<file path="src/design/rcsfr_pkg.sv">
`timescale 1ns / 1ps
// ----------------------------------------------------------------------------
// rcsfr_pkg: shared types and constants of the serial RC frame receiver
// Item structs, phase codes, register indexes and reset values.
// ----------------------------------------------------------------------------
package rcsfr_pkg;

    // Build-time defaults
    localparam int CHANNEL_COUNT_DEF = 14;
    localparam int FRAME_BYTES_DEF   = 32;
    localparam int HEADER_OVERHEAD   = 3;

    // Checksum seed
    localparam logic [15:0] SUM_SEED = 16'hFFFF;

    // Frame parser phases
    localparam logic [2:0] PH_LENGTH  = 3'd0;
    localparam logic [2:0] PH_DATA    = 3'd1;
    localparam logic [2:0] PH_SUM_LO  = 3'd2;
    localparam logic [2:0] PH_SUM_HI  = 3'd3;
    localparam logic [2:0] PH_DISCARD = 3'd4;

    // Configuration register indexes
    localparam logic [1:0] CFG_GAP_THRESHOLD    = 2'd0;
    localparam logic [1:0] CFG_MAX_FRAME_LENGTH = 2'd1;
    localparam logic [1:0] CFG_SERVO_COMMAND    = 2'd2;

    // Configuration reset values
    localparam logic [7:0] GAP_THRESHOLD_RST    = 8'd48;
    localparam logic [5:0] MAX_FRAME_LENGTH_RST = 6'd32;
    localparam logic [7:0] SERVO_COMMAND_RST    = 8'd64;

    // Result kinds
    localparam logic KIND_CHANNEL = 1'b0;
    localparam logic KIND_ALIVE   = 1'b1;

    typedef struct packed {
        logic [7:0] rx_byte;
        logic [7:0] idle_ticks;
    } t_in_item;

    typedef struct packed {
        logic        result_kind;
        logic [3:0]  channel_index;
        logic [15:0] channel_value;
        logic        last;
    } t_out_item;

    // Status from the shared subtractor
    typedef struct packed {
        logic [15:0] diff;
        logic        zero;
    } t_alu_res;

endpackage

</file>
<file path="src/design/rcsfr_ram.sv">
`timescale 1ns / 1ps
// ----------------------------------------------------------------------------
// rcsfr_ram: generic single-port RAM
// One address for write and read; read data registered.
// ----------------------------------------------------------------------------
module rcsfr_ram #(
    parameter int WIDTH = 8,
    parameter int DEPTH = 32
) (
    input  logic                     i_clk,
    input  logic                     i_we,
    input  logic [$clog2(DEPTH)-1:0] i_addr,
    input  logic [WIDTH-1:0]         i_wdata,
    output logic [WIDTH-1:0]         o_rdata
);

    logic [WIDTH-1:0] r_mem [DEPTH];
    logic [WIDTH-1:0] r_rdata;

    // Write port and registered read
    always_ff @(posedge i_clk) begin
        if (i_we) begin
            r_mem[i_addr] <= i_wdata;
        end
        r_rdata <= r_mem[i_addr];
    end

    assign o_rdata = r_rdata;

endmodule

</file>
<file path="src/design/rcsfr_alu.sv">
`timescale 1ns / 1ps
// ----------------------------------------------------------------------------
// rcsfr_alu: shared 16-bit subtractor
// Serves the checksum update and the checksum compare (difference of zero).
// ----------------------------------------------------------------------------
module rcsfr_alu (
    input  logic [15:0]        i_a,
    input  logic [15:0]        i_b,
    output rcsfr_pkg::t_alu_res o_res
);

    logic [15:0] diff;

    // Wrapping subtract and zero detect
    always_comb begin
        diff         = i_a - i_b;
        o_res.diff   = diff;
        o_res.zero   = (diff == 16'd0);
    end

endmodule

</file>
<file path="src/design/rc_serial_frame_receiver.sv">
`timescale 1ns / 1ps
// ----------------------------------------------------------------------------
// rc_serial_frame_receiver: servo frame receiver for a serial RC link
// Parses length / data / checksum framing and emits channel words or link-alive items.
// ----------------------------------------------------------------------------
// Each received byte is taken in the idle state and then passes once through
// the shared 16-bit subtractor in the step state, which updates or checks the
// frame checksum; the input is stalled until the step is done. A checksum-high
// byte that closes a good servo frame then holds the input while each channel
// passes through the two single-port reads of the frame store (S_RD_LO, S_RD_HI)
// and the output register load (S_PUT), which waits while the output is
// stalled; any other good frame holds it for its link-alive item (S_ALIVE).
// The frame store needs no clearing pass after reset:
// per-byte valid bits make unwritten bytes read as zero.
// ----------------------------------------------------------------------------
module rc_serial_frame_receiver #(
    parameter int CHANNEL_COUNT = rcsfr_pkg::CHANNEL_COUNT_DEF,
    parameter int FRAME_BYTES   = rcsfr_pkg::FRAME_BYTES_DEF
) (
    input  logic                 i_clk,
    input  logic                 i_rst_n,
    // configuration
    input  logic                 i_cfg_we,
    input  logic [1:0]           i_cfg_index,
    input  logic [7:0]           i_cfg_data,
    // input items
    input  logic                 i_in_valid,
    output logic                 o_in_stall,
    input  rcsfr_pkg::t_in_item  i_in_item,
    // result items
    output logic                 o_out_valid,
    input  logic                 i_out_stall,
    output rcsfr_pkg::t_out_item o_out_item
);

    localparam int          AW        = $clog2(FRAME_BYTES);
    localparam logic [5:0]  FRAME_LIM = 6'(FRAME_BYTES);
    localparam logic [3:0]  LAST_CH   = 4'(CHANNEL_COUNT - 1);

    // Sequencer states
    localparam logic [2:0] S_IDLE  = 3'd0;
    localparam logic [2:0] S_STEP  = 3'd1;
    localparam logic [2:0] S_RD_LO = 3'd2;
    localparam logic [2:0] S_RD_HI = 3'd3;
    localparam logic [2:0] S_PUT   = 3'd4;
    localparam logic [2:0] S_ALIVE = 3'd5;

    // Configuration
    logic [7:0] r_gap;
    logic [5:0] r_max_len;
    logic [7:0] r_servo_cmd;

    // Control and frame state
    logic [2:0]             r_state, n_state;
    logic [2:0]             r_phase;
    logic [4:0]             r_wr_idx;
    logic [4:0]             r_data_cnt;
    logic [15:0]            r_sum;
    logic [7:0]             r_sum_lo;
    logic [7:0]             r_cmd;
    logic [FRAME_BYTES-1:0] r_valid;
    logic [3:0]             r_ch;
    logic                   r_rd_ok;
    logic [7:0]             r_lo;
    logic [7:0]             r_byte;
    logic [7:0]             r_idle;
    logic                   r_out_valid;
    rcsfr_pkg::t_out_item   r_out;

    logic [2:0]           eff_phase;
    logic                 len_ok;
    logic [15:0]          alu_a;
    logic [15:0]          alu_b;
    rcsfr_pkg::t_alu_res  alu_res;
    logic [4:0]           rd_addr;
    logic [AW-1:0]        ram_addr;
    logic                 ram_we;
    logic [7:0]           ram_rdata;
    logic                 rd_ok_next;
    logic [4:0]           wr_next;
    logic [7:0]           rd_byte;
    logic                 out_free;
    logic                 in_acc;
    logic                 last_ch;

    assign in_acc   = i_in_valid && !o_in_stall;
    assign out_free = !r_out_valid || !i_out_stall;
    assign last_ch  = (r_ch == LAST_CH);
    assign wr_next  = r_wr_idx + 5'd1;
    assign rd_byte  = r_rd_ok ? ram_rdata : 8'd0;

    // Phase in force for this byte and length check
    always_comb begin
        eff_phase = (r_idle >= r_gap) ? rcsfr_pkg::PH_LENGTH : r_phase;
        len_ok    = (r_byte <= {2'b00, r_max_len}) && (r_byte <= 8'(FRAME_BYTES))
                    && (r_byte > 8'(rcsfr_pkg::HEADER_OVERHEAD));
    end

    // Operand selection for the shared subtractor
    always_comb begin
        case (eff_phase)
            rcsfr_pkg::PH_LENGTH: begin
                alu_a = rcsfr_pkg::SUM_SEED;
                alu_b = {8'd0, r_byte};
            end
            rcsfr_pkg::PH_DATA: begin
                alu_a = r_sum;
                alu_b = {8'd0, r_byte};
            end
            rcsfr_pkg::PH_SUM_HI: begin
                alu_a = r_sum;
                alu_b = {r_byte, r_sum_lo};
            end
            default: begin
                alu_a = r_sum;
                alu_b = 16'd0;
            end
        endcase
    end

    rcsfr_alu u_alu (
        .i_a   (alu_a),
        .i_b   (alu_b),
        .o_res (alu_res)
    );

    // Frame store addressing: write during the step, channel reads after
    always_comb begin
        rd_addr    = (r_state == S_RD_LO) ? {r_ch, 1'b1} : ({r_ch, 1'b0} + 5'd2);
        ram_we     = (r_state == S_STEP) && (eff_phase == rcsfr_pkg::PH_DATA)
                     && ({1'b0, r_wr_idx} < FRAME_LIM);
        ram_addr   = (r_state == S_STEP) ? r_wr_idx[AW-1:0] : rd_addr[AW-1:0];
        rd_ok_next = ({1'b0, rd_addr} < FRAME_LIM) && r_valid[rd_addr[AW-1:0]];
    end

    rcsfr_ram #(
        .WIDTH (8),
        .DEPTH (FRAME_BYTES)
    ) u_store (
        .i_clk   (i_clk),
        .i_we    (ram_we),
        .i_addr  (ram_addr),
        .i_wdata (r_byte),
        .o_rdata (ram_rdata)
    );

    // Sequencer next state
    always_comb begin
        n_state = r_state;
        case (r_state)
            S_IDLE: begin
                if (in_acc) begin
                    n_state = S_STEP;
                end
            end
            S_STEP: begin
                n_state = S_IDLE;
                if (eff_phase == rcsfr_pkg::PH_SUM_HI && alu_res.zero) begin
                    n_state = (r_cmd == r_servo_cmd) ? S_RD_LO : S_ALIVE;
                end
            end
            S_RD_LO: n_state = S_RD_HI;
            S_RD_HI: n_state = S_PUT;
            S_PUT: begin
                if (out_free) begin
                    n_state = last_ch ? S_IDLE : S_RD_LO;
                end
            end
            S_ALIVE: begin
                if (out_free) begin
                    n_state = S_IDLE;
                end
            end
            default: n_state = S_IDLE;
        endcase
    end

    // Configuration registers
    always_ff @(posedge i_clk) begin
        if (!i_rst_n) begin
            r_gap       <= rcsfr_pkg::GAP_THRESHOLD_RST;
            r_max_len   <= rcsfr_pkg::MAX_FRAME_LENGTH_RST;
            r_servo_cmd <= rcsfr_pkg::SERVO_COMMAND_RST;
        end else if (i_cfg_we) begin
            case (i_cfg_index)
                rcsfr_pkg::CFG_GAP_THRESHOLD:    r_gap       <= i_cfg_data;
                rcsfr_pkg::CFG_MAX_FRAME_LENGTH: r_max_len   <= i_cfg_data[5:0];
                rcsfr_pkg::CFG_SERVO_COMMAND:    r_servo_cmd <= i_cfg_data;
                default: ;
            endcase
        end
    end

    // Sequencer and frame parser state; the parser updates in the step cycle
    always_ff @(posedge i_clk) begin
        if (!i_rst_n) begin
            r_state    <= S_IDLE;
            r_phase    <= rcsfr_pkg::PH_DISCARD;
            r_wr_idx   <= 5'd0;
            r_data_cnt <= 5'd0;
            r_sum      <= 16'd0;
            r_sum_lo   <= 8'd0;
            r_cmd      <= 8'd0;
            r_valid    <= '0;
            r_ch       <= 4'd0;
        end else begin
            r_state <= n_state;
            if (r_state == S_STEP) begin
                r_ch <= 4'd0;
                case (eff_phase)
                    rcsfr_pkg::PH_LENGTH: begin
                        if (len_ok) begin
                            r_wr_idx   <= 5'd0;
                            r_data_cnt <= r_byte[4:0] - 5'(rcsfr_pkg::HEADER_OVERHEAD);
                            r_sum      <= alu_res.diff;
                            r_phase    <= rcsfr_pkg::PH_DATA;
                        end else begin
                            r_phase    <= rcsfr_pkg::PH_DISCARD;
                        end
                    end
                    rcsfr_pkg::PH_DATA: begin
                        if (ram_we) begin
                            r_valid[r_wr_idx[AW-1:0]] <= 1'b1;
                        end
                        if (r_wr_idx == 5'd0) begin
                            r_cmd <= r_byte;
                        end
                        r_wr_idx <= wr_next;
                        r_sum    <= alu_res.diff;
                        if (wr_next == r_data_cnt) begin
                            r_phase <= rcsfr_pkg::PH_SUM_LO;
                        end
                    end
                    rcsfr_pkg::PH_SUM_LO: begin
                        r_sum_lo <= r_byte;
                        r_phase  <= rcsfr_pkg::PH_SUM_HI;
                    end
                    rcsfr_pkg::PH_SUM_HI: begin
                        r_phase <= rcsfr_pkg::PH_DISCARD;
                    end
                    default: ;
                endcase
            end else if (r_state == S_PUT && out_free && !last_ch) begin
                r_ch <= r_ch + 4'd1;
            end
        end
    end

    // Input capture and read pipeline (payload, no reset)
    always_ff @(posedge i_clk) begin
        if (in_acc) begin
            r_byte <= i_in_item.rx_byte;
            r_idle <= i_in_item.idle_ticks;
        end
        r_rd_ok <= rd_ok_next;
        if (r_state == S_RD_HI) begin
            r_lo <= rd_byte;
        end
    end

    // Output register
    always_ff @(posedge i_clk) begin
        if (!i_rst_n) begin
            r_out_valid <= 1'b0;
        end else if ((r_state == S_PUT || r_state == S_ALIVE) && out_free) begin
            r_out_valid <= 1'b1;
        end else if (!i_out_stall) begin
            r_out_valid <= 1'b0;
        end
    end

    always_ff @(posedge i_clk) begin
        if (r_state == S_PUT && out_free) begin
            r_out.result_kind   <= rcsfr_pkg::KIND_CHANNEL;
            r_out.channel_index <= r_ch;
            r_out.channel_value <= {rd_byte, r_lo};
            r_out.last          <= last_ch;
        end else if (r_state == S_ALIVE && out_free) begin
            r_out.result_kind   <= rcsfr_pkg::KIND_ALIVE;
            r_out.channel_index <= 4'd0;
            r_out.channel_value <= 16'd0;
            r_out.last          <= 1'b1;
        end
    end

    assign o_in_stall  = (r_state != S_IDLE);
    assign o_out_valid = r_out_valid;
    assign o_out_item  = r_out;

    // Checks
    a_accept_steps: assert property (@(posedge i_clk) disable iff (!i_rst_n)
        in_acc |=> (r_state == S_STEP))
        else $error("accepted item not processed in following cycle");

    a_data_index: assert property (@(posedge i_clk) disable iff (!i_rst_n)
        (r_phase == rcsfr_pkg::PH_DATA) |-> (r_wr_idx < r_data_cnt))
        else $error("write index passed the data count");

    a_alive_last: assert property (@(posedge i_clk) disable iff (!i_rst_n)
        (o_out_valid && o_out_item.result_kind == rcsfr_pkg::KIND_ALIVE)
        |-> o_out_item.last)
        else $error("link-alive item without last");

    a_last_channel: assert property (@(posedge i_clk) disable iff (!i_rst_n)
        (o_out_valid && o_out_item.result_kind == rcsfr_pkg::KIND_CHANNEL
         && o_out_item.last) |-> (o_out_item.channel_index == LAST_CH))
        else $error("last flag on wrong channel");

endmodule

</file>
<file path="config.mk">
export PLATFORM = sky130hd
export DESIGN_NAME = rc_serial_frame_receiver
export DESIGN_NICKNAME = d
export VERILOG_FILES = /design/src/design/rcsfr_pkg.sv /design/src/design/rcsfr_ram.sv /design/src/design/rcsfr_alu.sv /design/src/design/rc_serial_frame_receiver.sv
export SDC_FILE = /design/constraint.sdc
export NUM_CORES = 1
export LEC_CHECK = 0
export ABC_AREA = 1
export BUFFER_PORTS_ARGS = -buffer_cell sky130_fd_sc_hd__buf_4
export CORE_MARGIN = 2
export CORE_UTILIZATION = 50
export DETAILED_ROUTE_END_ITERATION = 10
export HOLD_SLACK_MARGIN = 0.12
export PLACE_DENSITY = 0.66
export SKIP_CTS_REPAIR_TIMING = 1
export SLEW_MARGIN = 20
export SYNTH_ARGS = -nofsm -noshare
export SYNTH_HDL_FRONTEND = slang
export SYNTH_SLANG_ARGS = --single-unit
</file>
<file path="constraint.sdc">
create_clock -name i_clk -period 5.2 [get_ports i_clk]
set_clock_uncertainty 0.1 [all_clocks]
set_input_delay 1.04 -clock i_clk [delete_from_list [all_inputs] [get_ports i_clk]]
set_output_delay 1.04 -clock i_clk [all_outputs]
set_load 0.02 [all_outputs]
</file>
# After elaboration in Yosys (flattened, before gate mapping)

Memories as Yosys holds them, arrays and structs flattened. A register that Yosys moved wholly into a read port is not among the register bits.
Index checks and enable logic that the tools add are counted.

Bits in registers: 154
Bits in writable memories: 256
Input bits: 31
Output and inout bits: 24
Word-level logic and storage cells: 122
Memories: 1

Add/subtract/negate cells: 5
$lt $le $gt $ge: 7
Equal/unequal tests: 19
Multiplexer cells: 30
Bitwise logic cells: 2
Reduce and logical (&&, ||, !) cells: 37

Memories:

| name          | words | bits a word | read ports | clocked after memory_dff | wr ports | RTL line        | source |
|---|---|---|---|---|---|---|---|
| u_store.r_mem | 32    | 8           | 1          | 1                        | 1        | rcsfr_ram.sv:17 | `logic [WIDTH-1:0] r_mem [DEPTH];` |

Operators with widths:

| kind                                                           | count |
|---|---|
| one-hot mux 16 bit (2 select lines)                            | 2 |
| 2-to-1 mux 21 bit                                              | 2 |
| 2-to-1 mux 16 bit                                              | 2 |
| OR 32 bit                                                      | 1 |
| 2-to-1 mux 3 bit                                               | 8 |
| one-hot mux 3 bit (6 select lines)                             | 1 |
| AND reduction 3 bit                                            | 6 |
| zero test 16 bit                                               | 1 |
| subtractor 16 bit                                              | 1 |
| 2-to-1 mux 5 bit                                               | 3 |
| == test 3 x 2 -> 1 bit, second input constant                  | 4 |
| < comparator 5 x 6 -> 1 bit, second input constant             | 2 |
| one-hot mux 3 bit (4 select lines)                             | 1 |
| logical AND 1 bit                                              | 10 |
| one-hot mux 5 bit (2 select lines)                             | 1 |
| == test 8 bit                                                  | 1 |
| >= comparator 8 bit                                            | 1 |
| > comparator 8 x 2 -> 1 bit, second input constant             | 1 |
| less-or-equal comparator 8 x 6 -> 1 bit                        | 1 |
| less-or-equal comparator 8 x 6 -> 1 bit, second input constant | 1 |
| 2-to-1 mux 8 bit                                               | 1 |
| != test 2 bit, second input constant                           | 4 |
| AND reduction 2 bit                                            | 4 |
| == test 3 x 1 -> 1 bit, second input constant                  | 2 |
| other kinds (25)                                               | 39 |

# Longest topological paths before layout

Gate-level depths: netlist of run 1.

Depth after elaboration: 10
Mapped depth: 31
Gate-level depth less buffers: 31

# Hierarchy

From an unflattened synthesis of run 1, not the netlist that was laid out.

Cell total of the unflattened synthesis: 2,189
Area, all modules: 19,312.3 µm²

By module, submodules not included:

| module                   | instances | cells an instance | area each (µm²) | sequential area each (µm²) |
|---|---|---|---|---|
| rcsfr_ram                | 1         | 1,063             | 10,988.0        | 7,847.5 |
| rc_serial_frame_receiver | 1         | 909               | 7,244.4         | 3,533.4 |
| rcsfr_alu                | 1         | 217               | 1,079.8         | 0.0 |

# Worst setup path after synthesis of run 1

Ideal clock, no wire load.

Kind: register -> register
From: reg r_idle[7]
To: reg r_state[0]
Library setup time: 0.070 ns
Arrival: 3.346 ns
Required time: 5.030 ns
Path slack: 1.683 ns
Stages on the path, launching flop included: 22
Path buffers: 0
Clock period less this slack: 3.517 ns
Cells stage by stage: edfxtp_1 -> ha_1 -> a21o_1 -> nor2_4 -> nand4_1 -> nor2_1 -> inv_2 -> o21ai_0 -> inv_1 -> ha_1 -> a21oi_1 -> nand2_1 -> nand2_1 -> nand2_1 -> a21oi_1 -> xor2_1 -> nand4_1 -> nor2_1 -> nand3_1 -> nand2_1 -> nand2_1 -> a21oi_1

Word-level cells in the longest chain between the ends: 10
Elaborated cells between the ends (all ways): 13
Classes of those cells: add/sub (1); order compare (1); eq/ne (2); mux (5); reduce/logical (4)

RTL lines:

| element                                                          | RTL line                        | source |
|---|---|---|
| start, declared                                                  | rc_serial_frame_receiver.sv:66  | `logic [7:0] r_idle;` |
| start signal, assigned                                           | rc_serial_frame_receiver.sv:253 | `r_idle <= i_in_item.idle_ticks;` |
| >= comparator 8 bit (*)                                          | rc_serial_frame_receiver.sv:94  | `eff_phase = (r_idle >= r_gap) ? rcsfr_pkg::PH_LENGTH : r_phase;` |
| 2-to-1 mux 3 bit (*)                                             | rc_serial_frame_receiver.sv:94  |  |
| == test 3 x 1 -> 1 bit / zero test 3 bit (equally long branches) | rc_serial_frame_receiver.sv:101 | `case (eff_phase)` |
| OR reduction 2 bit (no line)                                     | -                               |  |
| one-hot mux 16 bit (2 select lines)                              | rc_serial_frame_receiver.sv:101 |  |
| subtractor 16 bit                                                | rcsfr_alu.sv:16                 | `diff = i_a - i_b;` |
| zero test 16 bit                                                 | rcsfr_alu.sv:18                 | `o_res.zero = (diff == 16'd0);` |
| logical AND 1 bit (*)                                            | rc_serial_frame_receiver.sv:158 | `if (eff_phase == rcsfr_pkg::PH_SUM_HI && alu_res.zero) begin` |
| 2-to-1 mux 3 bit (*)                                             | rc_serial_frame_receiver.sv:158 |  |
| one-hot mux 3 bit (6 select lines) (*)                           | rc_serial_frame_receiver.sv:150 | `case (r_state)` |
| end signal, assigned                                             | rc_serial_frame_receiver.sv:207 | `r_state <= n_state;` |
| end, declared                                                    | rc_serial_frame_receiver.sv:54  | `logic [2:0] r_state, n_state;` |

Every way passes the cells marked *; elsewhere a longest branch is shown, timed or not.
A chain may end at the register's enable or synchronous reset.

# Final worst setup path of run 1

Ends and elaborated chain as after synthesis.

==> impl_metrics.py, run 1 <==
metrics = {
    "synthesis": {
        "synth_ff_type": "edfxtp_1",
        "ys_warn_count": 0,
        "syn-num-nets": 1673,
        "syn_area_um2": 17600,
        "avgSynthCellArea_um2": 11.0,
        "synth_seq_cells": 418,
        "synth.distinct_cells": 46,
        "async_flop_share_pct": 0,
        "synthCells": 1604,
        "synth_enable_flop_cells": 301,
        "ys_seq_area_share_pct": 64.7,
    },
    "drt": {
        "routed-wl-met2_um": 19100,
        "drc_errors": 0,
        "drtAntennaViolNets": 0,
        "drtIter0Drc": 969,
        "route.met3.wl_um": 2210,
        "routed.top_layer": "met4",
        "wire_per_inst_um": 18.6,
        "via_per_inst": 5.55,
        "drt_first_pass_iters": 5,
        "dr_total_vias": 11900,
        "routed_wl_um": 39900,
        "wl_met1_um": 17500,
    },
    "clocking": {
        "clk_path_buf_depth": 3,
        "cts_tree": "yes",
        "htreeDepth": 2,
        "cts-root-buf": "clkbuf_16",
        "insertion_delay_ns": 0.54,
        "numCtsBuffers": 43,
        "cts.sinks": 418,
        "cts.reportedPaths.clkPinSlew_ns": 0.06,
    },
    "placed_design": {
        "io_buffers": 54,
        "gp_congestion": 0.900,
        "dp_hpwl_um": 25500,
    },
    "finish": {
        "area_growth_pct": 12.6,
        "drive_gt1_share_pct": 10.8,
        "diodes": 0,
        "fin_util_pct": 57.3,
        "nNetsFinal": 1723,
    },
    "grt": {
        "grt_pass1_vias": 11700,
        "grt_usage_pct": 22.2,
        "grt-ovfl-total": 0,
        "grt_max_degree": 65,
        "antenna_found_initial": 0,
        "grt_pass1_wl_um": 63000,
    },
    "die": {
        "die-area_um2": 36700,
        "core_um2": 34500,
        "die_h_um": 192,
        "num_rows": 68,
        "io_pins": 55,
        "start_util_pct": 50.9,
        "die_w_um": 192,
    },
    "sta": {
        "tightest_slew_ns": 1.03,
        "max_slew_margin_pct": 31.5,
        "finalCriticalPeriod_ns": 4.10,
        "fmax_mhz": 244,
        "maxSlewViolCount": 0,
        "finalCritPeriodShare_pct": 78.8,
        "rsz0062_at_grt": "false",
        "setup_tns_ns": 0,
        "setup_viol": 0,
        "hold_viol": 0,
    },
    "critical_path": {
        "crit_type": "flop to flop",
        "crit_chain": "ha_1 -> a21o_1 -> nor2_4 -> nand4_1 -> nor2_1 -> inv_2 -> o21ai_0 -> inv_1 -> ha_1 -> a21oi_1 -> nand2_1 -> nand2_1 -> nand2_1 -> nand2_1 -> nand2_1 -> nor2_1 -> nand3_1 -> nor2_1 -> nand4_1 -> nor2_1 -> nand3_1 -> nand2_1 -> nand2_1 -> a21oi_1",
        "required_ns": 5.57,
        "crit_path_end_kind": "flop",
        "cpMostUsedCell": "nand2_1",
        "critical_path.max_fanout": 9,
        "cpMaxStageDelayCell": "nor2_1",
        "worst-endpoint-arrival_ns": 4.47,
        "slowest_delay_ns": 0.45,
        "start_kind": "flop",
    },
    "hold_path": {
        "hp-class": "flop to flop",
    },
    "power_and_ir_drop": {
        "peakVddDrop_v": 0.000227,
        "power_density_nw_per_um2": 363,
        "p_leak_uw": 0.00714,
    },
    "outcome": {
        "status": "finished clean",
    },
    "job": {
        "maxCapViolCount": 0,
    },
}
## cell type report
cell class	instances	area [um2]
clock buffer	60	1200
clock inverter	20	193
fill	2945	14800
inverter	185	694
multi-input combinational	934	5200
sequential	418	11400
tap	455	569
timing repair buffer	72	553
## metrics by stage
step | cells | hold WS (ns) | worst slack, ns | power (uW) | cell area (um2)
CTS | 2144 | 0.351 | 1.14 | 7230 | 19800
floorplan | 1604 | 0.325 | 1.68 | 4080 | 17600
global placement | 2064 | 0.337 | 1.34 | 4230 | 18400
finish | 2144 | 0.348 | 1.10 | 7190 | 19800
detailed placement | 2064 | 0.342 | 1.15 | 4240 | 18400
global route | 2144 | 0.363 | 0.606 | 7440 | 19800
## Yosys cell counts (all sizes together), types with 9 or more instances
library cell	count	area share, %
ha	37	2.6
a31oi	9	0.32
nor2	161	3.6
nor3	12	0.34
edfxtp	301	51
clkbuf	24	0.51
nand3	50	1.5
nand2	196	4.3
dfxtp	117	13
xnor2	9	0.45
o21ai	81	2.4
or2	16	0.57
nand4	19	0.71
a22oi	128	5.5
buf	43	1.4
xor2	10	0.50
inv	184	3.9
a21oi	166	4.7
## critical path, delay by kind of cell, from the launching register on
| kind | cells | cell delay, ns |
|---|---|---|
| compound gates | 4 | 0.67 |
| simple gates | 16 | 2.04 |
| buf+inv | 2 | 0.22 |
| fa+ha+maj | 2 | 0.63 |
| flops | 1 | 0.37 |
## flip-flops by register name, summed over array words and instances, names as in the netlist
| register | flops |
|---|---|
| u_store.r_mem | 256 |
| r_valid | 32 |
| o_out_item | 22 |
| r_sum | 16 |
| r_byte | 8 |
| r_cmd | 8 |
| r_gap | 8 |
| r_idle | 8 |
| r_lo | 8 |
| r_servo_cmd | 8 |
| r_sum_lo | 8 |
| u_store.o_rdata | 8 |
| r_max_len | 6 |
| r_data_cnt | 5 |
| r_wr_idx | 5 |
| r_ch | 4 |
| r_phase | 3 |
| r_state | 3 |
| o_out_valid | 1 |
| r_rd_ok | 1 |
## cell families after synthesis
logic type	after synthesis	synth area share, %
flops	418	64.7
simple gates	457	11.2
fa+ha+maj	38	2.75
compound gates	420	14.5
buf+inv	252	5.83
xor+xnor	19	0.947
## per-layer routing
metal | up-vias | global-route usage, %
met4 | 0 | 7.13
met3 | 73 | 2.99
li1 | 5781 | -
met2 | 343 | 36.9
met1 | 5710 | 30.3
met5 | - | 0
## final timing paths
kind | slack (ns) | startpoint | cells after the start | endpoint
worst min register to register | 0.35 | r_valid[15] | 2 | r_valid[15]
worst max register to register | 1.10 | r_idle[7] | 24 | r_state[0]
worst min-delay path | 0.35 | r_valid[15] | 2 | r_valid[15]
worst max-delay path | 1.10 | r_idle[7] | 24 | r_state[0]
## layout by cell type, fill, tap and decap left out, types with 3 or more instances in the layout
| cell type | n |
|---|---|
| xnor2_1 | 9 |
| nand3_1 | 49 |
| nor2_4 | 6 |
| inv_1 | 173 |
| buf_4 | 71 |
| a21oi_1 | 166 |
| nand4_1 | 18 |
| clkbuf_16 | 44 |
| clkbuf_1 | 12 |
| clkbuf_8 | 4 |
| o21bai_1 | 4 |
| dfxtp_1 | 117 |
| nor3_1 | 12 |
| o211ai_1 | 6 |
| a211oi_1 | 6 |
| or2_2 | 16 |
| bufinv_16 | 3 |
| a31oi_1 | 9 |
| o21ai_0 | 76 |
| nand2_1 | 191 |
| xor2_1 | 10 |
| ha_1 | 37 |
| o22ai_1 | 8 |
| edfxtp_1 | 301 |
| clkinvlp_4 | 4 |
| nor2_2 | 3 |
| clkinv_1 | 7 |
| o221ai_1 | 4 |
| a22oi_1 | 128 |
| nand2_4 | 3 |
| clkinv_2 | 4 |
| nor2_1 | 152 |
| inv_2 | 11 |
## power by group
part           switching [uW]  internal, uW
registers                29.1          3600
logic                     357           187
clock network            1250          1770
Power figures use the tool's default switching activity.
==> run 2, diff against run 1 <==
- ABC_AREA: 1 -> 0
- clock period: 5.2 -> 4.1 ns (I/O delays scaled with it)
==> run 2 against run 1 <==
Effect of this change:
- via count rose by 8.0%
- largest cell class unchanged
- sequential cell count did not move
- the flow now finishes with violations (negative setup slack)
- clock power rose by 32%
- sequential share of layout area fell by 4.7 points
- non-clock buffer count rose by 103
- critical path type unchanged
- global-route usage rose by 1.6 points
- sequential power rose by 26%
==> impl_metrics.py, run 2 <==
metrics = {
    "drt": {
        "via_per_inst": 5.71,
        "drt_first_pass_iters": 5,
        "routed_wl_um": 45200,
        "dr_total_vias": 12900,
        "drtIter0Drc": 976,
        "drc_errors": 0,
        "drtAntennaViolNets": 0,
        "wire_per_inst_um": 20.1,
    },
    "synthesis": {
        "synth_seq_cells": 418,
        "synth_top_area_share_pct": 49.1,
        "syn_area_um2": 18400,
        "avgSynthCellArea_um2": 11.4,
        "yosysMostFrequentCell": "edfxtp_1",
        "synth_top_cells_by_count": "edfxtp_1 (301), nand2_1 (276), nor2_1 (155), dfxtp_1 (117), nand3_1 (93)",
        "synth.distinct_cells": 80,
        "ys_seq_area_share_pct": 61.9,
        "synthTopCellsByArea": "edfxtp_1 (49%), dfxtp_1 (13%), nand2_1 (5.6%), nor2_1 (3.2%), mux2i_1 (2.6%)",
        "syn-num-nets": 1688,
        "synth_ff_type": "edfxtp_1",
        "yosys.area.top_type": "edfxtp_1",
        "async_flop_share_pct": 0,
        "synthCells": 1619,
        "synth_enable_flop_cells": 301,
        "ys_warn_count": 0,
    },
    "power_and_ir_drop": {
        "p_leak_uw": 0.00795,
        "clockPowerShare_pct": 43.0,
        "switching_share_pct": 22.4,
        "power_uw": 9240,
        "p_comb_share_pct": 7.5,
        "power_density_nw_per_um2": 429,
        "p_int_uw": 7170,
        "seqPwrFrac_pct": 49.5,
        "switching_power_uw": 2070,
        "peakVddDrop_v": 0.000243,
    },
    "hold_path": {
        "whs_endpoint": "r_idle[0]",
        "hold_depth": 1,
        "holdCritStartpoint": "i_in_item[0]",
        "hp-class": "input port to flop",
    },
    "critical_path": {
        "start_kind": "flop",
        "worst-endpoint-arrival_ns": 4.58,
        "rr_startpoint": "r_idle[2]",
        "crit_type": "flop to flop",
        "r2r_cells": 16,
        "r2r_slack_ns": -0.07,
        "critical_path.max_fanout": 5,
        "required_ns": 4.51,
        "regToRegEndpoint": "r_state[0]",
        "crit_path_end_kind": "flop",
    },
    "finish": {
        "layout_common_cells": "edfxtp_1 (301), nand2_1 (276), buf_4 (166)",
        "fill_cells": 2918,
        "top_register": "u_store.r_mem",
        "drive_gt1_share_pct": 17.4,
        "largest_reg_flops": 256,
        "nNetsFinal": 1818,
        "diodes": 0,
        "fin_cells": 2251,
        "final_common_cell": "edfxtp_1",
        "area_growth_pct": 17.1,
    },
    "placed_design": {
        "io_buffers": 54,
        "gp_congestion": 0.867,
        "dp_cells": 2163,
        "dp_hpwl_um": 29600,
    },
    "grt": {
        "grt_max_degree": 60,
        "grt_pass1_vias": 12600,
        "grt_pass1_wl_um": 70900,
        "antenna_found_initial": 0,
        "grt-ovfl-total": 0,
        "grt_usage_pct": 23.9,
    },
    "die": {
        "start_util_pct": 50.5,
        "io_pins": 55,
        "die_w_um": 196,
        "die-area_um2": 38300,
        "core_um2": 36400,
        "die_h_um": 196,
        "num_rows": 70,
    },
    "sta": {
        "finalCritPeriodShare_pct": 102,
        "fmax_mhz": 240,
        "finalCriticalPeriod_ns": 4.17,
        "max_slew_margin_pct": 33.0,
        "rsz0062_at_grt": "true",
        "hold_viol": 0,
        "tightest_slew_ns": 1.00,
        "hold_slack_ns": 0.312,
        "setup_viol": 2,
        "maxSlewViolCount": 0,
        "timing.final.ws_setup_ns": -0.0702,
    },
    "outcome": {
        "violations": "negative setup slack",
        "status": "complete, but fails checks",
    },
    "job": {
        "maxCapViolCount": 0,
    },
    "clocking": {
        "cts_tree": "yes",
        "insertion_delay_ns": 0.58,
        "cts.sinks": 418,
        "clk_path_buf_depth": 3,
        "cts.reportedPaths.clkPinSlew_ns": 0.06,
        "htreeDepth": 2,
        "numCtsBuffers": 44,
        "cts-root-buf": "clkbuf_16",
    },
}
## run 2: cell types whose count changed in the layout (fill, tap and decap cells not counted), moves of 36 or more
cell     delta
a21oi_1    -83
a22oi_1   -120
and2_1     +42
and3_1     +36
buf_4      +95
inv_1     -140
mux2i_1    +47
nand2_1    +85
nand3_1    +44
o21ai_0    -57
## run 2: cells by family (layout without fill, tap and decap cells)
logic type	count (synthesis)	in the layout	synth area share, %
AND/OR/NAND/NOR	697	697	17.6
adder cells (fa/ha/maj)	38	38	2.63
multiplexers	59	59	3.78
buffers and inverters	125	289	3.35
XOR/XNOR	32	32	1.52
AO/OA/AOI/OAI	250	250	9.22
flip-flops	418	418	61.9
## run 2: worst max-delay path, stage by stage (launching register included)
cell and delay [ns]:
edfxtp_1 0.42, ha_4 0.24, a211oi_2 0.21, o21ai_2 0.12, a21o_4 0.27, buf_8 0.14
or3_1 0.34, ha_1 0.31, or2_2 0.29, o211ai_1 0.13, a21oi_2 0.11, o41ai_4 0.47
xnor2_2 0.15, nor4_2 0.35, buf_4 0.17, nand4_1 0.16, o21ai_1 0.12
## run 2: power by group through the flow
| stage | clock, uW | combinational [uW] | sequential [uW] |
|---|---|---|---|
| after floorplan | 0 | 381 | 4670 |
| after global placement | 0 | 613 | 4660 |
| after detailed placement | 0 | 629 | 4660 |
| after CTS | 4050 | 632 | 4570 |
| after global routing | 4210 | 754 | 4570 |
| final | 3980 | 691 | 4570 |
## run 2: final cells by class
| class | instances | area, um2 | area share (%) |
|---|---|---|---|
| clock buffers | 55 | 1240 | 5.75 |
| clock inverters | 25 | 214 | 0.993 |
| inverters | 34 | 128 | 0.592 |
| multi-input cells | 1076 | 6560 | 30.5 |
| flip-flops and latches | 418 | 11400 | 52.8 |
| well taps | 468 | 586 | 2.72 |
| repair buffers | 175 | 1430 | 6.64 |
## run 2: metrics by stage
stage,setup TNS [ns],worst slack (ns),cell area [um2],utilization [%]
6_report,-0.133,-0.0702,21500,59.1
2_1_floorplan,0,0.125,18400,-
5_1_grt,-0.594,-0.243,21500,59.1
3_3_place_gp,-0.145,-0.0726,19800,54.5
4_1_cts,-0.684,-0.252,21300,58.5
3_5_place_dp,-0.591,-0.217,19800,54.5
## run 2: layer usage
layer | GRT usage, % | wire length, um
met5 | 0 | 0
met4 | 9.46 | 1400
met2 | 37.7 | 21000
met3 | 3.85 | 3030
met1 | 33.2 | 19800
## run 2: how the worst max path moves through the flow
stage	from	to	slack, ns	depth (start not counted)
4_1_cts	r_idle[5]	r_state[0]	-0.25	19
2_1_floorplan	r_idle[2]	r_state[2]	0.12	16
5_1_grt	r_idle[5]	r_state[2]	-0.24	21
6_report	r_idle[2]	r_state[0]	-0.07	16
3_5_place_dp	r_idle[5]	r_state[0]	-0.22	19
3_3_place_gp	r_idle[5]	r_state[0]	-0.07	18
==> run 3, diff against run 2 <==
- CELL_PAD_IN_SITES_DETAIL_PLACEMENT: not set -> 1
- CELL_PAD_IN_SITES_GLOBAL_PLACEMENT: not set -> 2
- CORE_UTILIZATION: 50 -> 43
- PLACE_DENSITY: 0.66 -> not set
- PLACE_DENSITY_LB_ADDON: not set -> 0.1
==> run 3 against run 2 <==
Effect of this change:
- the run now ends clean
- total power up 2.6%
- cell count is 4.2% higher
- core utilization shrank 6.7 points
- highest routed layer unchanged
- clock power rose by 3%
- register-to-register slack improved by 0.18 ns
- global-route usage increased by 0.073 points
- routed wire length up 16%
==> impl_metrics.py, run 3 (synthesis gave the netlist of run 2 again) <==
metrics = {
    "outcome": {
        "status": "finished clean",
    },
    "hold_path": {
        "hp-class": "input port to flop",
        "whs_endpoint": "r_byte[2]",
        "hold_depth": 1,
        "holdCritStartpoint": "i_in_item[10]",
    },
    "critical_path": {
        "crit_path_end_kind": "flop",
        "rr_startpoint": "r_idle[2]",
        "critical_path.max_fanout": 8,
        "regToRegEndpoint": "r_state[2]",
        "r2r_cells": 17,
        "crit_type": "flop to flop",
        "worst-endpoint-arrival_ns": 4.32,
        "required_ns": 4.43,
        "start_kind": "flop",
        "r2r_slack_ns": 0.10,
    },
    "drt": {
        "wl_met1_um": 23300,
        "drtIter0Drc": 866,
        "wire_per_inst_um": 22.4,
        "dr_total_vias": 13100,
        "routed-wl-met2_um": 25800,
        "drt_first_pass_iters": 5,
        "routed_wl_um": 52500,
        "drc_errors": 0,
        "via_per_inst": 5.58,
        "route.met3.wl_um": 2150,
        "routed.top_layer": "met4",
        "drtAntennaViolNets": 0,
    },
    "clocking": {
        "htreeDepth": 2,
        "cts-root-buf": "clkbuf_16",
        "cts_tree": "yes",
        "numCtsBuffers": 46,
        "cts.sinks": 418,
        "insertion_delay_ns": 0.58,
        "clk_path_buf_depth": 3,
        "cts.reportedPaths.clkPinSlew_ns": 0.06,
    },
    "sta": {
        "max_slew_margin_pct": 28.3,
        "rsz0062_at_grt": "true",
        "finalCritPeriodShare_pct": 97.4,
        "setup_viol": 0,
        "hold_viol": 0,
        "tightest_slew_ns": 1.07,
        "maxSlewViolCount": 0,
        "finalCriticalPeriod_ns": 4.00,
        "fmax_mhz": 250,
    },
    "power_and_ir_drop": {
        "peakVddDrop_v": 0.000302,
        "power_uw": 9480,
        "power_density_nw_per_um2": 431,
        "p_leak_uw": 0.00811,
    },
    "finish": {
        "area_growth_pct": 19.8,
        "top_register": "u_store.r_mem",
        "drive_gt1_share_pct": 19.5,
        "largest_reg_flops": 256,
        "layout_common_cells": "edfxtp_1 (301), nand2_1 (276), buf_4 (176)",
        "final_common_cell": "edfxtp_1",
        "fin_cells": 2345,
        "fill_cells": 4402,
        "nNetsFinal": 1838,
    },
    "placed_design": {
        "io_buffers": 54,
        "gp_congestion": 0.803,
        "dp_hpwl_um": 34900,
        "dp_cells": 2251,
    },
    "grt": {
        "grt_pass1_wl_um": 80700,
        "grt_pass1_vias": 13700,
        "grt_usage_pct": 23.9,
        "grt_max_degree": 58,
        "grt-ovfl-total": 0,
        "antenna_found_initial": 0,
    },
    "die": {
        "io_pins": 55,
        "die_w_um": 211,
        "die-area_um2": 44400,
        "num_rows": 75,
        "core_um2": 42000,
        "die_h_um": 211,
        "start_util_pct": 43.8,
    },
    "job": {
        "maxCapViolCount": 0,
    },
}
## run 3: cell count changes in the layout (fill, tap and decap cells not counted), sizes merged
cell      before  now
clkinv        16   17
buf          173  193
clkinvlp       1    0
inv           39   37
diode          0    1
clkbuf        57   61
## run 3: layer usage
metal | track usage, % | vias up
li1 | - | 6145
met1 | 31.5 | 6591
met5 | 0 | -
met3 | 3.78 | 75
met4 | 7.70 | 0
met2 | 40.6 | 265
## run 3: final cells by class
class | count | area, um2 | share of cell area, %
Sequential cell | 418 | 11400 | 51.7
Multi-Input combinational cell | 1076 | 6750 | 30.6
Timing Repair Buffer | 193 | 1600 | 7.26
Clock buffer | 61 | 1290 | 5.85
Tap cell | 539 | 674 | 3.06
Clock inverter | 23 | 208 | 0.943
Inverter | 34 | 128 | 0.579
Antenna cell | 1 | 2.50 | 0.0114
## run 3: through the flow
| step | utilization (%) | cell area, um2 | setup slack, ns | hold WS, ns | TNS, ns |
|---|---|---|---|---|---|
| after global routing | 52.4 | 22000 | -0.128 | 0.287 | -0.360 |
| after global placement | 47.8 | 20100 | -0.157 | 0.339 | -0.450 |
| after CTS | 51.4 | 21600 | -0.262 | 0.279 | -0.864 |
| after detailed placement | 47.8 | 20100 | -0.238 | 0.349 | -0.784 |
| after floorplan | - | 18400 | 0.125 | 0.322 | 0 |
| final | 52.4 | 22000 | 0.105 | 0.317 | 0 |
## run 3: power breakdown
part           total (uW)  switching [uW]  internal [uW]
Combinational         809             461            348
Sequential           4570            23.6           4550
Clock                4100            1700           2400
## run 3: critical path, stage by stage (launching register included)
cell and delay [ns]:
edfxtp_1 0.41, ha_4 0.26, a211oi_2 0.20, o21ai_2 0.13
a21o_1 0.24, buf_6 0.15, buf_4 0.15, buf_4 0.15
or3_1 0.35, ha_1 0.35, or2_2 0.30, a21o_1 0.21
o41ai_4 0.07, buf_4 0.20, mux2i_4 0.27, a2111oi_4 0.06
nand4_1 0.14, o21ai_0 0.09
## run 3: how the worst max path moves through the flow
stage,start,endpoint,slack (ns),cells after the start
2_1_floorplan,r_idle[2],r_state[2],0.12,16
3_3_place_gp,r_idle[7],r_state[2],-0.16,17
3_5_place_dp,r_idle[5],r_state[0],-0.24,17
4_1_cts,r_gap[2],r_state[0],-0.26,18
5_1_grt,r_idle[2],r_state[0],-0.13,17
6_report,r_idle[2],r_state[2],0.10,17
